File: src/ucld_pkg.sv
// Shared types, constants and command word tables for the command line decoder.
// No dependencies; the line tracker, the resolver and the top level import this package.
`default_nettype none

package ucld_pkg;

  // Line store sizing: LINE_CAPACITY-1 bytes of text fit in one line.
  localparam int unsigned LINE_CAPACITY = 32;
  localparam int unsigned STORE_DEPTH   = LINE_CAPACITY - 1;
  localparam int unsigned LEN_W         = $clog2(LINE_CAPACITY);

  localparam logic [7:0] CHAR_LF   = 8'h0A;
  localparam logic [7:0] CHAR_CR   = 8'h0D;
  localparam logic [7:0] CHAR_NUL  = 8'h00;
  localparam logic [7:0] CHAR_ZERO = 8'h30;

  // Position of the receiver select argument byte.
  localparam int unsigned RX_ARG_POS = 10;

  // Command words, matched against the text of a closed line.
  localparam int unsigned NUM_WORDS = 7;
  localparam int unsigned MAX_WORD  = 15;
  localparam int unsigned WORD_BITS = 8 * MAX_WORD;

  localparam int unsigned W_LFM    = 0;
  localparam int unsigned W_BARKER = 1;
  localparam int unsigned W_SINGLE = 2;
  localparam int unsigned W_RXSEL  = 3;
  localparam int unsigned W_RAW    = 4;
  localparam int unsigned W_BPF    = 5;
  localparam int unsigned W_COMP   = 6;

  // Literals are right-justified: the first character sits in the top used byte.
  localparam logic [WORD_BITS-1:0] WORD_LIT [NUM_WORDS] = '{
    WORD_BITS'("cfg:lfm"),
    WORD_BITS'("cfg:barker13"),
    WORD_BITS'("cfg:single"),
    WORD_BITS'({"rx_", "select:"}),
    WORD_BITS'("mode:raw"),
    WORD_BITS'("mode:bpf"),
    WORD_BITS'("mode:compressed")
  };

  localparam logic [LEN_W-1:0] WORD_LEN [NUM_WORDS] = '{
    LEN_W'(7), LEN_W'(12), LEN_W'(10), LEN_W'(10), LEN_W'(8), LEN_W'(8), LEN_W'(15)
  };

  typedef enum logic [2:0] {
    CMD_NONE   = 3'd0,
    CMD_LFM    = 3'd1,
    CMD_SINGLE = 3'd2,
    CMD_RXSEL  = 3'd3,
    CMD_RAW    = 3'd4,
    CMD_BPF    = 3'd5,
    CMD_COMP   = 3'd6
  } cmd_e;

  localparam logic [1:0] STREAM_RAW  = 2'd0;
  localparam logic [1:0] STREAM_BPF  = 2'd1;
  localparam logic [1:0] STREAM_COMP = 2'd2;

  localparam logic       PULSE_LFM    = 1'b0;
  localparam logic       PULSE_SINGLE = 1'b1;

  localparam logic [7:0] RX_SEL_RESET = 8'd1;

  // Running state of the line being collected.
  typedef struct packed {
    logic [LEN_W-1:0]     len;
    logic                 zero_seen;
    logic [LEN_W-1:0]     zero_pos;
    logic [NUM_WORDS-1:0] word_ok;
    logic [7:0]           arg;
  } line_status_t;

  // Outcome of one byte.
  typedef struct packed {
    logic       done;
    cmd_e       code;
    logic       drop;
    logic [7:0] rx_value;
  } decode_t;

  function automatic logic is_terminator(input logic [7:0] b);
    return (b == CHAR_LF) || (b == CHAR_CR);
  endfunction

  // Character of a command word at a position; zero past the end of the word.
  function automatic logic [7:0] word_byte(input int unsigned idx,
                                           input logic [LEN_W-1:0] pos);
    logic [WORD_BITS-1:0] lit;
    int unsigned          n;
    int unsigned          p;
    lit = WORD_LIT[idx];
    n   = int'(WORD_LEN[idx]);
    p   = int'(pos);
    if (p < n) begin
      return lit[8*(n-1-p) +: 8];
    end
    return CHAR_NUL;
  endfunction

endpackage

`default_nettype wire

File: src/ucld_if.sv
// Handshake channels of the command line decoder: received bytes in, results out.
// No dependencies; field widths follow the result word of the decoder.
`default_nettype none

interface ucld_rx_if;
  logic       valid;
  logic       ready;
  logic [7:0] rx_byte;

  modport source (output valid, output rx_byte, input ready);
  modport sink   (input valid, input rx_byte, output ready);
endinterface

interface ucld_res_if;
  logic       valid;
  logic       ready;
  logic       line_done;
  logic [2:0] command_code;
  logic       pulse_write;
  logic       pulse_kind;
  logic [7:0] receiver_select;
  logic [1:0] stream_kind;
  logic       overflow_drop;

  modport source (output valid, output line_done, output command_code,
                  output pulse_write, output pulse_kind, output receiver_select,
                  output stream_kind, output overflow_drop, input ready);
  modport sink   (input valid, input line_done, input command_code,
                  input pulse_write, input pulse_kind, input receiver_select,
                  input stream_kind, input overflow_drop, output ready);
endinterface

`default_nettype wire

File: src/ucld_line_tracker.sv
// Incremental line matcher: length, first zero byte, per-word match flags, argument.
// Depends on ucld_pkg.
`default_nettype none

module ucld_line_tracker (
  input  logic                  clk_i,
  input  logic                  rst_ni,
  input  logic                  advance_i,
  input  logic [7:0]            byte_i,
  output ucld_pkg::line_status_t status_o
);
  import ucld_pkg::*;

  line_status_t st_q, st_d;
  logic         restart;

  assign restart = is_terminator(byte_i) || (st_q.len == LEN_W'(STORE_DEPTH));

  always_comb begin
    st_d = st_q;
    if (restart) begin
      st_d.len       = '0;
      st_d.zero_seen = 1'b0;
      st_d.word_ok   = '1;
    end else begin
      if (!st_q.zero_seen) begin
        if (byte_i == CHAR_NUL) begin
          st_d.zero_seen = 1'b1;
          st_d.zero_pos  = st_q.len;
        end else begin
          // Clear a word's flag on the first mismatch inside its length.
          for (int unsigned i = 0; i < NUM_WORDS; i++) begin
            if ((st_q.len < WORD_LEN[i]) && (byte_i != word_byte(i, st_q.len))) begin
              st_d.word_ok[i] = 1'b0;
            end
          end
        end
      end
      if (st_q.len == LEN_W'(RX_ARG_POS)) begin
        st_d.arg = byte_i;
      end
      st_d.len = st_q.len + LEN_W'(1);
    end
  end

  always_ff @(posedge clk_i or negedge rst_ni) begin
    if (!rst_ni) begin
      st_q.len       <= '0;
      st_q.zero_seen <= 1'b0;
      st_q.zero_pos  <= '0;
      st_q.word_ok   <= '1;
      st_q.arg       <= CHAR_NUL;
    end else if (advance_i) begin
      st_q <= st_d;
    end
  end

  assign status_o = st_q;

endmodule

`default_nettype wire

File: src/ucld_cmd_resolve.sv
// Resolves one byte against the tracked line: done, drop, command code, argument.
// Depends on ucld_pkg.
`default_nettype none

module ucld_cmd_resolve (
  input  logic [7:0]             byte_i,
  input  ucld_pkg::line_status_t status_i,
  output ucld_pkg::decode_t      decode_o
);
  import ucld_pkg::*;

  logic [LEN_W-1:0]     eff;
  logic [NUM_WORDS-1:0] hit;
  logic                 rx_hit;
  logic [7:0]           arg;
  logic                 term;

  assign term = is_terminator(byte_i);
  assign eff  = status_i.zero_seen ? status_i.zero_pos : status_i.len;

  always_comb begin
    for (int unsigned i = 0; i < NUM_WORDS; i++) begin
      hit[i] = status_i.word_ok[i] && (eff == WORD_LEN[i]);
    end
  end

  assign rx_hit = status_i.word_ok[W_RXSEL] && (eff >= LEN_W'(RX_ARG_POS));
  assign arg    = (status_i.len > LEN_W'(RX_ARG_POS)) ? status_i.arg : CHAR_NUL;

  always_comb begin
    decode_o.done     = term && (status_i.len != '0);
    decode_o.drop     = !term && (status_i.len == LEN_W'(STORE_DEPTH));
    decode_o.rx_value = arg - CHAR_ZERO;
    decode_o.code     = CMD_NONE;
    if (decode_o.done) begin
      priority if (hit[W_LFM] || hit[W_BARKER]) decode_o.code = CMD_LFM;
      else if (hit[W_SINGLE])                   decode_o.code = CMD_SINGLE;
      else if (rx_hit)                          decode_o.code = CMD_RXSEL;
      else if (hit[W_RAW])                      decode_o.code = CMD_RAW;
      else if (hit[W_BPF])                      decode_o.code = CMD_BPF;
      else if (hit[W_COMP])                     decode_o.code = CMD_COMP;
      else                                      decode_o.code = CMD_NONE;
    end
  end

endmodule

`default_nettype wire

File: src/uart_command_line_decoder.sv
// Top level of the serial command line decoder: input register, matcher, result register.
// Depends on ucld_pkg, ucld_if, ucld_line_tracker and ucld_cmd_resolve.
`default_nettype none

// Each received byte on rx_i yields exactly one result word on res_o, in order.
// The block takes one byte per cycle unless the input stalls. An accepted byte is held in
// the input register; its result word is then loaded into the result register and offered
// on res_o until res_o.ready takes it. The input stalls only when both registers are full
// and res_o.ready is low; rx_i.ready then follows res_o.ready in the same cycle.
// Lines are matched as they arrive: per-word match flags replace a stored copy of the
// text, so a CR or LF resolves its command in the same cycle. Receiver selection
// resets to 1 and stream mode to raw.
module uart_command_line_decoder (
  input  logic              clk_i,
  input  logic              rst_ni,
  ucld_rx_if.sink           rx_i,
  ucld_res_if.source        res_o
);
  import ucld_pkg::*;

  // Input stage: hold one byte until the result register can take it.
  logic       s1_valid_q;
  logic [7:0] s1_byte_q;

  // Result stage.
  logic       out_valid_q;
  logic       out_free;
  logic       s1_ready;
  logic       advance;

  line_status_t status;
  decode_t      dec;

  // Settings that survive between lines.
  logic [7:0] rx_sel_q, rx_sel_d;
  logic [1:0] mode_q, mode_d;

  logic       res_done_q;
  cmd_e       res_code_q;
  logic       res_drop_q;

  assign out_free = !out_valid_q || res_o.ready;
  assign s1_ready = !s1_valid_q || out_free;
  assign advance  = s1_valid_q && out_free;
  assign rx_i.ready = s1_ready;

  always_ff @(posedge clk_i or negedge rst_ni) begin
    if (!rst_ni) begin
      s1_valid_q <= 1'b0;
    end else if (s1_ready) begin
      s1_valid_q <= rx_i.valid;
    end
  end

  always_ff @(posedge clk_i) begin
    if (s1_ready && rx_i.valid) begin
      s1_byte_q <= rx_i.rx_byte;
    end
  end

  ucld_line_tracker u_tracker (
    .clk_i     (clk_i),
    .rst_ni    (rst_ni),
    .advance_i (advance),
    .byte_i    (s1_byte_q),
    .status_o  (status)
  );

  ucld_cmd_resolve u_resolve (
    .byte_i   (s1_byte_q),
    .status_i (status),
    .decode_o (dec)
  );

  // Apply the command to the persistent settings.
  always_comb begin
    rx_sel_d = rx_sel_q;
    mode_d   = mode_q;
    unique case (dec.code)
      CMD_RXSEL: rx_sel_d = dec.rx_value;
      CMD_RAW:   mode_d   = STREAM_RAW;
      CMD_BPF:   mode_d   = STREAM_BPF;
      CMD_COMP:  mode_d   = STREAM_COMP;
      default: ;
    endcase
  end

  always_ff @(posedge clk_i or negedge rst_ni) begin
    if (!rst_ni) begin
      out_valid_q <= 1'b0;
      rx_sel_q    <= RX_SEL_RESET;
      mode_q      <= STREAM_RAW;
    end else begin
      if (out_free) begin
        out_valid_q <= s1_valid_q;
      end
      if (advance) begin
        rx_sel_q <= rx_sel_d;
        mode_q   <= mode_d;
      end
    end
  end

  // Result payload; settings fields read the updated rx_sel_q/mode_q directly.
  always_ff @(posedge clk_i) begin
    if (advance) begin
      res_done_q <= dec.done;
      res_code_q <= dec.code;
      res_drop_q <= dec.drop;
    end
  end

  assign res_o.valid           = out_valid_q;
  assign res_o.line_done       = res_done_q;
  assign res_o.command_code    = res_code_q;
  assign res_o.pulse_write     = (res_code_q == CMD_LFM) || (res_code_q == CMD_SINGLE);
  assign res_o.pulse_kind      = (res_code_q == CMD_SINGLE) ? PULSE_SINGLE : PULSE_LFM;
  assign res_o.receiver_select = rx_sel_q;
  assign res_o.stream_kind     = mode_q;
  assign res_o.overflow_drop   = res_drop_q;

  // A dropped byte or a closed line restarts the line.
  a_restart_clears: assert property (@(posedge clk_i) disable iff (!rst_ni)
    advance && (dec.drop || dec.done) |=> status.len == '0)
    else $error("line length not cleared after restart");

  // A stored byte grows the line by one.
  a_len_grows: assert property (@(posedge clk_i) disable iff (!rst_ni)
    advance && !is_terminator(s1_byte_q) && !dec.drop
    |=> status.len == $past(status.len) + LEN_W'(1))
    else $error("line length did not advance");

  // A command is only reported for a closed line.
  a_code_needs_done: assert property (@(posedge clk_i) disable iff (!rst_ni)
    out_valid_q && !res_done_q |-> res_code_q == CMD_NONE)
    else $error("command reported without a closed line");

  // Stream mode stays within its three settings.
  a_mode_range: assert property (@(posedge clk_i) disable iff (!rst_ni)
    mode_q != 2'd3)
    else $error("stream mode out of range");

  // The settings move only when a byte is processed.
  a_settings_hold: assert property (@(posedge clk_i) disable iff (!rst_ni)
    !advance |=> $stable(rx_sel_q) && $stable(mode_q))
    else $error("settings changed without a byte");

endmodule

`default_nettype wire
File: src/flat_wrapper.sv
// flat-port wrapper written by rule: the top's interface ports become plain ports
module uart_command_line_decoder_flat import ucld_pkg::*;
  (clk_i, rst_ni, rx_i_valid, rx_i_rx_byte, rx_i_ready, res_o_valid, res_o_line_done, res_o_command_code, res_o_pulse_write, res_o_pulse_kind, res_o_receiver_select, res_o_stream_kind, res_o_overflow_drop, res_o_ready);
  ucld_rx_if rx_i_i ();
  ucld_res_if res_o_i ();
  input  logic clk_i;
  input  logic rst_ni;
  input wire logic [$bits(rx_i_i.valid)-1:0] rx_i_valid;
  input wire logic [$bits(rx_i_i.rx_byte)-1:0] rx_i_rx_byte;
  output wire logic [$bits(rx_i_i.ready)-1:0] rx_i_ready;
  output wire logic [$bits(res_o_i.valid)-1:0] res_o_valid;
  output wire logic [$bits(res_o_i.line_done)-1:0] res_o_line_done;
  output wire logic [$bits(res_o_i.command_code)-1:0] res_o_command_code;
  output wire logic [$bits(res_o_i.pulse_write)-1:0] res_o_pulse_write;
  output wire logic [$bits(res_o_i.pulse_kind)-1:0] res_o_pulse_kind;
  output wire logic [$bits(res_o_i.receiver_select)-1:0] res_o_receiver_select;
  output wire logic [$bits(res_o_i.stream_kind)-1:0] res_o_stream_kind;
  output wire logic [$bits(res_o_i.overflow_drop)-1:0] res_o_overflow_drop;
  input wire logic [$bits(res_o_i.ready)-1:0] res_o_ready;
  assign rx_i_i.valid = rx_i_valid;
  assign rx_i_i.rx_byte = rx_i_rx_byte;
  assign rx_i_ready = rx_i_i.ready;
  assign res_o_valid = res_o_i.valid;
  assign res_o_line_done = res_o_i.line_done;
  assign res_o_command_code = res_o_i.command_code;
  assign res_o_pulse_write = res_o_i.pulse_write;
  assign res_o_pulse_kind = res_o_i.pulse_kind;
  assign res_o_receiver_select = res_o_i.receiver_select;
  assign res_o_stream_kind = res_o_i.stream_kind;
  assign res_o_overflow_drop = res_o_i.overflow_drop;
  assign res_o_i.ready = res_o_ready;
  uart_command_line_decoder u_core (.clk_i(clk_i), .rst_ni(rst_ni), .rx_i(rx_i_i), .res_o(res_o_i));
endmodule
File: config.mk
export PLATFORM = sky130hd
export DESIGN_NAME = uart_command_line_decoder_flat
export DESIGN_NICKNAME = d
export VERILOG_FILES = /design/src/ucld_pkg.sv /design/src/ucld_if.sv /design/src/ucld_line_tracker.sv /design/src/ucld_cmd_resolve.sv /design/src/uart_command_line_decoder.sv /design/src/flat_wrapper.sv
export SDC_FILE = /design/constraint.sdc
export NUM_CORES = 1
export LEC_CHECK = 0
export BUFFER_PORTS_ARGS = -buffer_cell sky130_fd_sc_hd__buf_4
export CAP_MARGIN = 5
export CORE_ASPECT_RATIO = 0.7
export CORE_MARGIN = 5
export CORE_UTILIZATION = 56
export CTS_CLUSTER_DIAMETER = 150
export DETAILED_ROUTE_END_ITERATION = 8
export PLACE_DENSITY_LB_ADDON = 0.1
export SKIP_CTS_REPAIR_TIMING = 1
export SLEW_MARGIN = 20
export SYNTH_ARGS = -nofsm -noshare
export SYNTH_HDL_FRONTEND = slang
export SYNTH_SLANG_ARGS = --single-unit
File: constraint.sdc
create_clock -name clk_i -period 2.7 [get_ports clk_i]
set_input_delay 0.27 -clock clk_i [delete_from_list [all_inputs] [get_ports clk_i]]
set_output_delay 0.27 -clock clk_i [all_outputs]
set_load 0.02 [all_outputs]
# Word level (Yosys, flattened, before mapping)
# Cells that the tools add are included.
# classes
n_eq_ne,24
n_shift,7
magnitude_cmp,12
n_addsub,7
mux,78
n_bitwise,2
n_reduce_logical,48
# ops
cell,n
indexed part select 120 x 33 -> 8 bit (first input constant),7
2-to-1 mux 8 bit,36
!= test 8 bit,7
< comparator 5 x 4 -> 1 bit (second input constant),8
AND reduction 4 bit,8
2-to-1 mux 1 bit,28
== test 5 x 4 -> 1 bit (second input constant),5
2-to-1 mux 3 bit,7
logical AND 1 bit,18
subtractor 4 x 5 -> 6 bit (first input constant),3
== test 8 x 4 -> 1 bit (second input constant),2
2-to-1 mux 7 bit,2
nonzero test 2 bit,7
2-to-1 mux 13 bit,1
2-to-1 mux 6 bit,2
subtractor 3 x 5 -> 6 bit (first input constant),2
< comparator 5 x 3 -> 1 bit (second input constant),2
== test 3 bit (second input constant),3
logical NOT 8 bit,1
subtractor 8 x 6 -> 8 bit (second input constant),1
== test 3 x 2 -> 1 bit (second input constant),2
logical OR 1 bit,6
one-hot mux 2 bit (3 select lines),1
adder 5 x 1 -> 5 bit (second input constant),1
other kinds (14),18
# totals
wordCells,197
output_inout_bits,19
reg_bits,51
inputBits,12

# Logic depth before layout (Yosys ltp)
# Gate-level depths: netlist of the first run.
# depth
depth_word,15
ltp_mapped,11
depth_no_buf,9

# By module
# From an unflattened synthesis of the first run, not the netlist that was laid out.
# unflattened
hier_cells,581
area_unflattened_um2,4932.2
# modules_own_cells
mod,area_each_um2,cells_each,n_inst
ucld_line_tracker,3543.4,460,1
uart_command_line_decoder,915.9,51,1
ucld_cmd_resolve,473.0,70,1

# Worst setup path before layout of the first run
# No wires, ideal clock.
# synth_timing
kind,register -> register
start,"register u_core.u_tracker.st_q, in the netlist u_core.u_tracker.status_o[23]"
end,"register u_core.u_tracker.st_q, in the netlist u_core.u_tracker.status_o[9]"
period_less_slack_ps,2665
setup_ps,72
path_buffers,2
t_arrival_ps,2594
slack_ps,35
path_stages_with_launch,12
cell_sequence,dfrtp_1 -> buf_2 -> inv_1 -> ha_1 -> buf_2 -> nand2b_1 -> a2111oi_2 -> nor2_1 -> a211o_1 -> a21oi_1 -> nand4_1 -> o21ai_1
# synth_via
elab_chain_cells,13
word_cells_on_any_way,22
cone_classes,1 x add/sub; 2 x order compare; 4 x eq/ne; 1 x shift; 10 x mux; 4 x reduce/logical
# synth_rtl
item,line_no,rtl
"start, declared",ucld_line_tracker.sv:14,"line_status_t st_q, st_d;"
"start signal, assigned",ucld_line_tracker.sv:54,st_q <= st_d;
branches (longest 13 deep; another with subtractor 4 x 5 -> 6 bit),-,
# Parallel ways; which one is timed is not known. The select of a mux whose other input is x is not followed.
# A chain may end at the register's enable or synchronous reset.

# Worst setup path in the final report of the first run
# layout_timing
start,"register u_core.u_tracker.st_q, in the netlist u_core.u_tracker.status_o[21]"
end,"register u_core.u_tracker.st_q, in the netlist u_core.u_tracker.status_o[17]"
# layout_via
elab_chain_cells,4
# layout_rtl
item,line_no,rtl
== test 5 bit,ucld_line_tracker.sv:17,assign restart = is_terminator(byte_i) || (st_q.len == LEN_W'(STORE_DEPTH));
logical OR 1 bit,ucld_line_tracker.sv:17,
inverter 1 bit (no source line),-,
AND reduction 4 bit (no source line),-,
# No other way between the ends.

==> impl_metrics.json, run 1 <==
{
  "grt_remaining_overflow": 0,
  "first_iter_violations": 430,
  "area_growth_pct": 16.8,
  "drt-total-wl_um": 13400,
  "track_usage": 0.268,
  "worst_slew_pin_slew_ns": 0.574,
  "async_flop_share": 0.745,
  "setup_tns_ns": 0,
  "drt-pass1-iter-count": 5,
  "fmax_ghz": 0.384,
  "hold_class": "primary input to flop",
  "synthMuxAreaShare": 0.0841,
  "viasPerCell": 6.43,
  "use_met3": 0.0778,
  "status": "completed",
  "rrSetupSlack_ns": 0.09,
  "endpoint_kind": "flop",
  "htreeDepth": 2,
  "dp.cells": 689,
  "yosys.cell_count.top_type": "nor2_1",
  "wl_per_cell_um": 19.2,
  "power_frac_seq": 0.161,
  "clkPwrFrac": 0.127,
  "cts_tree": "done",
  "synth_top_cell_area_share": 0.164,
  "cts_max_path_buffers": 2,
  "synth_top_family_by_area": "compound AO/OA/AOI/OAI gates",
  "postRouteAntennaNets": 0,
  "cts.sinks": 51,
  "synth_fp_nets": 575,
  "p_sw_mw": 3.06,
  "gp_congestion": 1.04,
  "yosysSeqAreaShare": 0.295,
  "synth-simple-area-share": 0.223,
  "hold_violations": 0,
  "fin_crit_ns": 2.61,
  "max_slew_margin": 0.617,
  "syn-mean-instance-area_um2": 8.39,
  "synth_edf_count": 13,
  "fin_cells": 700,
  "whs_ns": 0.145,
  "insertion_delay_ns": 0.30,
  "synth_xor_area_frac": 0.0713,
  "peakVddDrop_mv": 0.662,
  "synth.distinct_cells": 80,
  "met1_usage": 0.389,
  "rows": 27,
  "cts-buffers-inserted": 5,
  "diodes": 0,
  "io_buffers": 30,
  "nNetsFinal": 627,
  "drc_errors": 0,
  "finClkSkew_ns": 0.0103,
  "power.density_nw_per_um2": 1170,
  "synth_common_cells": "nor2_1, nand2_1, o21ai_0, a21oi_1, dfrtp_1",
  "synthTopCellsByArea": "dfrtp_1, edfxtp_1, ha_1, dfstp_2, xnor2_1",
  "maxCapViolations": 0,
  "hpwl_um": 9840,
  "final_area_um2": 5360,
  "required_ns": 2.88,
  "syn_area_um2": 4580,
  "vias": 4498,
  "ios": 31,
  "slew_viol_final": 0,
  "root_buffer": "clkbuf_16",
  "crit_arrival_ns": 2.79,
  "drive_gt1_frac": 0.225,
  "postPlaceCellArea_um2": 5120,
  "fin_crit_sh": 0.966,
  "worst-path-max-fanout": 8,
  "die_y_um": 85.7,
  "grt_max_degree": 39,
  "start_util": 0.580,
  "synth-seq-cells": 51,
  "ys.flop_type": "dfrtp_1",
  "postSynthCellCount": 546,
  "fill_cells": 639,
  "dieArea_um2": 10100,
  "comb_power_share": 0.712,
  "cp-start-kind": "flop",
  "antenna_found_initial": 0,
  "p_leak_nw": 2.21,
  "setup_viol": 0,
  "grt_first_pass_wirelength_um": 22100,
  "power_switching_share": 0.487,
  "intPower_mw": 3.23,
  "final_util": 0.677,
  "gr-max-usage-layer": "met2",
  "yosysWarningCount": 0,
  "grtUsageMet2": 0.392,
  "grt_pass1_vias": 4356,
  "die_w_um": 118,
  "critical_path_class": "flop to flop",
  "core-area_um2": 7910,
  "clk_pin_slew_ns": 0.08,
  "synth_top_cell_by_area": "dfrtp_1",
  "synth_compound_gate_area_share": 0.228,
  "synthAdderAreaFrac": 0.0464
}
-- logic make-up (layout without fill, tap and decap cells) --
group                      count (synthesis)  after routing
buffers and inverters                     56            109
DFF                                       51             51
and+or+nand+nor                          199            199
xor gates and xnor gates                  33             33
adders and majority gates                 17             17
AOI/OAI and AO/OA                        154            154
muxes                                     36             36
-- area by class of cell --
cell class	instances	area [µm²]	area share
clock inverter	2	37.5	0.00701
inverter	22	82.6	0.0154
tap	101	126	0.0236
clock buffer	6	150	0.0280
timing repair buffer	79	596	0.111
multi-input combinational	439	3010	0.562
sequential	51	1350	0.253
-- cell usage in the layout, fill, tap and decap left out, types with 6 or more instances in the layout --
master     instances
o21ai_0           37
nor3_1            10
ha_1              17
mux2i_1           16
clkbuf_16          6
nand3_1           22
a21oi_1           34
inv_1             19
xnor2_1           24
dfrtp_1           29
nor2b_1           11
nor2_1            49
mux2_2            17
nand2_1           42
nor3b_1            7
dfstp_2            8
edfxtp_1          13
a31oi_1            7
nand2b_1          15
and2_1             6
buf_4             78
o211ai_1           7
-- final timing paths --
kind                                            startpoint                         endpoint  cells after the start
setup / recovery             u_core.u_tracker.status_o[21]    u_core.u_tracker.status_o[17]                      7
hold / removal                             rx_i_rx_byte[2]              u_core.s1_byte_q[2]                      1
setup reg to reg             u_core.u_tracker.status_o[21]    u_core.u_tracker.status_o[17]                      7
hold reg to reg            u_core.res_o.receiver_select[0]  u_core.res_o.receiver_select[0]                      2
max in group asynchronous                           rst_ni     u_core.u_tracker.status_o[9]                      2
min in group asynchronous                           rst_ni    u_core.u_tracker.status_o[23]                      2
-- metrics by stage --
| stage | setup WS [ns] | power (mW) |
|---|---|---|
| after floorplan | 0.0346 | 4.06 |
| after global placement | 0.0684 | 5.23 |
| after detailed placement | 0.0946 | 5.25 |
| after CTS | 0.0556 | 6.10 |
| after global routing | -0.0163 | 6.70 |
| final | 0.0930 | 6.29 |
-- state kept, by name, indices dropped and copies added (netlist names) --
signal / flops
u_core.s1_byte_q: 8
u_core.s1_valid_q: 1
u_core.res_o.stream_kind: 2
u_core.res_o.overflow_drop: 1
u_core.res_o.valid: 1
u_core.res_o.line_done: 1
u_core.res_o.receiver_select: 8
u_core.res_o.command_code: 3
u_core.u_tracker.status_o: 26
-- power by group through the flow --
stage          clock, mW  combinational (mW)  sequential, mW
3_3_place_gp           0                4.21            1.02
2_1_floorplan          0                3.04            1.02
4_1_cts            0.807                4.28            1.01
6_report           0.796                4.48            1.01
5_1_grt            0.846                4.82            1.03
3_5_place_dp           0                4.23            1.03
-- layer usage --
layer | wire length (µm) | part of all wire
met5 | 0 | 0
met4 | 216 | 0.016
met3 | 1450 | 0.11
met2 | 5510 | 0.41
met1 | 6260 | 0.47
-- worst max-delay path, stage by stage, from the launching register on --
cell and delay, ns:
dfrtp_1 0.47, ha_1 0.38, and2_1 0.23, ha_1 0.21, nor2_2 0.13, nand2_1 0.20, nor3b_2 0.47, mux2_2 0.39
Note: power is estimated with default switching activity, not from simulation.
==> run 2, diff against run 1 <==
- CORE_ASPECT_RATIO: 0.7 -> 1.2
==> impl_metrics.json, run 2 (synthesis results as in run 1) <==
{
  "start_util": 0.568,
  "drt-pass1-iter-count": 6,
  "setup_viol": 0,
  "clkPwrFrac": 0.098,
  "finClkSkew_ns": 0.00861,
  "die_w_um": 92.6,
  "maxCapViolations": 0,
  "cts_tree": "done",
  "status": "completed",
  "power_frac_seq": 0.167,
  "vias": 4422,
  "comb_power_share": 0.736,
  "insertion_delay_ns": 0.31,
  "whs_ns": 0.130,
  "reg2reg_to": "u_core.u_tracker.status_o[14]",
  "hp-start": "rx_i_rx_byte[1]",
  "largest_reg_flops": 26,
  "grt_first_pass_wirelength_um": 21600,
  "min_to": "u_core.s1_byte_q[1]",
  "nNetsFinal": 623,
  "postRouteAntennaNets": 0,
  "dp.cells": 680,
  "crit_arrival_ns": 2.81,
  "endpoint_kind": "flop",
  "viasPerCell": 6.41,
  "root_buffer": "clkbuf_8",
  "reg2reg_from": "u_core.u_tracker.status_o[25]",
  "slew_viol_final": 0,
  "dp_slack_ns": 0.0721,
  "hold_violations": 0,
  "fin_crit_sh": 0.953,
  "p_leak_nw": 2.16,
  "fin_ws_ns": 0.127,
  "fin_crit_ns": 2.57,
  "cts_max_path_buffers": 2,
  "rows": 36,
  "rrSetupSlack_ns": 0.13,
  "fin_cells": 690,
  "final_cell_mix": "buf_4, nor2_1, nand2_1",
  "p_sw_mw": 2.97,
  "peakVddDrop_mv": 0.952,
  "worst-path-max-fanout": 6,
  "grt_remaining_overflow": 0,
  "cp-start-kind": "flop",
  "diodes": 0,
  "hpwl_um": 10000,
  "hold_class": "primary input to flop",
  "power_switching_share": 0.489,
  "clk_pin_slew_ns": 0.10,
  "core-area_um2": 8060,
  "hold_depth": 1,
  "intPower_mw": 3.10,
  "max_slew_margin": 0.627,
  "die_y_um": 109,
  "reg2reg_depth": 9,
  "area_growth_pct": 15.4,
  "rsz0062_at_grt": "true",
  "gp_congestion": 1.03,
  "first_iter_violations": 593,
  "fmax_ghz": 0.389,
  "mostFrequentLayoutCell": "buf_4",
  "fill_cells": 682,
  "track_usage": 0.272,
  "antenna_found_initial": 0,
  "power.density_nw_per_um2": 1150,
  "cts.sinks": 51,
  "ios": 31,
  "critical_path_class": "flop to flop",
  "cts-buffers-inserted": 5,
  "drive_gt1_frac": 0.225,
  "dieArea_um2": 10100,
  "final_util": 0.656,
  "drc_errors": 0,
  "grt_pass1_vias": 4240,
  "worstSetupStartpoint": "u_core.u_tracker.status_o[25]",
  "grt_max_degree": 44,
  "htreeDepth": 2,
  "wl_per_cell_um": 19.6,
  "required_ns": 2.94,
  "io_buffers": 30,
  "drt-total-wl_um": 13500,
  "worst_slew_pin_slew_ns": 0.554
}
[run 2: worst max-delay path by stage]
stage                                     to
3_3_place_gp    u_core.u_tracker.status_o[8]
3_5_place_dp    u_core.u_tracker.status_o[9]
5_1_grt        u_core.u_tracker.status_o[10]
6_report       u_core.u_tracker.status_o[14]
2_1_floorplan   u_core.u_tracker.status_o[9]
4_1_cts         u_core.u_tracker.status_o[9]
[run 2: worst max-delay path: stages, from the launching register on]
cell	delay, ns
dfrtp_1	0.39
inv_1	0.20
ha_1	0.35
nor2b_2	0.27
o21a_1	0.26
o211ai_1	0.21
o211a_1	0.18
a221o_1	0.31
a211oi_1	0.29
a211oi_2	0.06
[run 2: power groups by stage]
stage / sequential, mW / clock, mW / combinational [mW]
after floorplan: 1.02 / 0 / 3.04
after global placement: 1.01 / 0 / 4.27
after detailed placement: 1.02 / 0 / 4.28
after CTS: 1.01 / 0.603 / 4.30
after global routing: 1.03 / 0.641 / 4.84
final: 1.01 / 0.594 / 4.46
[run 2: cell type report]
cell class	instances	area, µm²	share of cell area
Multi-Input combinational cell	439	3030	0.572
Sequential cell	51	1350	0.256
Timing Repair Buffer	75	582	0.110
Tap cell	95	119	0.0225
Clock buffer	7	97.6	0.0184
Inverter	22	82.6	0.0156
Clock inverter	1	30.0	0.00568
[run 2: metal layers]
layer / wire [µm] / vias to the layer above / GRT usage
met4: 399 / 0 / 0.109
met5: 0 / - / 0
met2: 6960 / 174 / 0.490
met3: 817 / 35 / 0.0311
met1: 5360 / 2127 / 0.329
li1: - / 2086 / -
[run 2: per-stage QoR]
stage	TNS, ns	cell area, µm²	total power [mW]
after floorplan	0	4580	4.06
after global routing	-0.0721	5290	6.51
after detailed placement	0	5090	5.30
after CTS	0	5220	5.91
after global placement	0	5090	5.28
final	0	5290	6.07
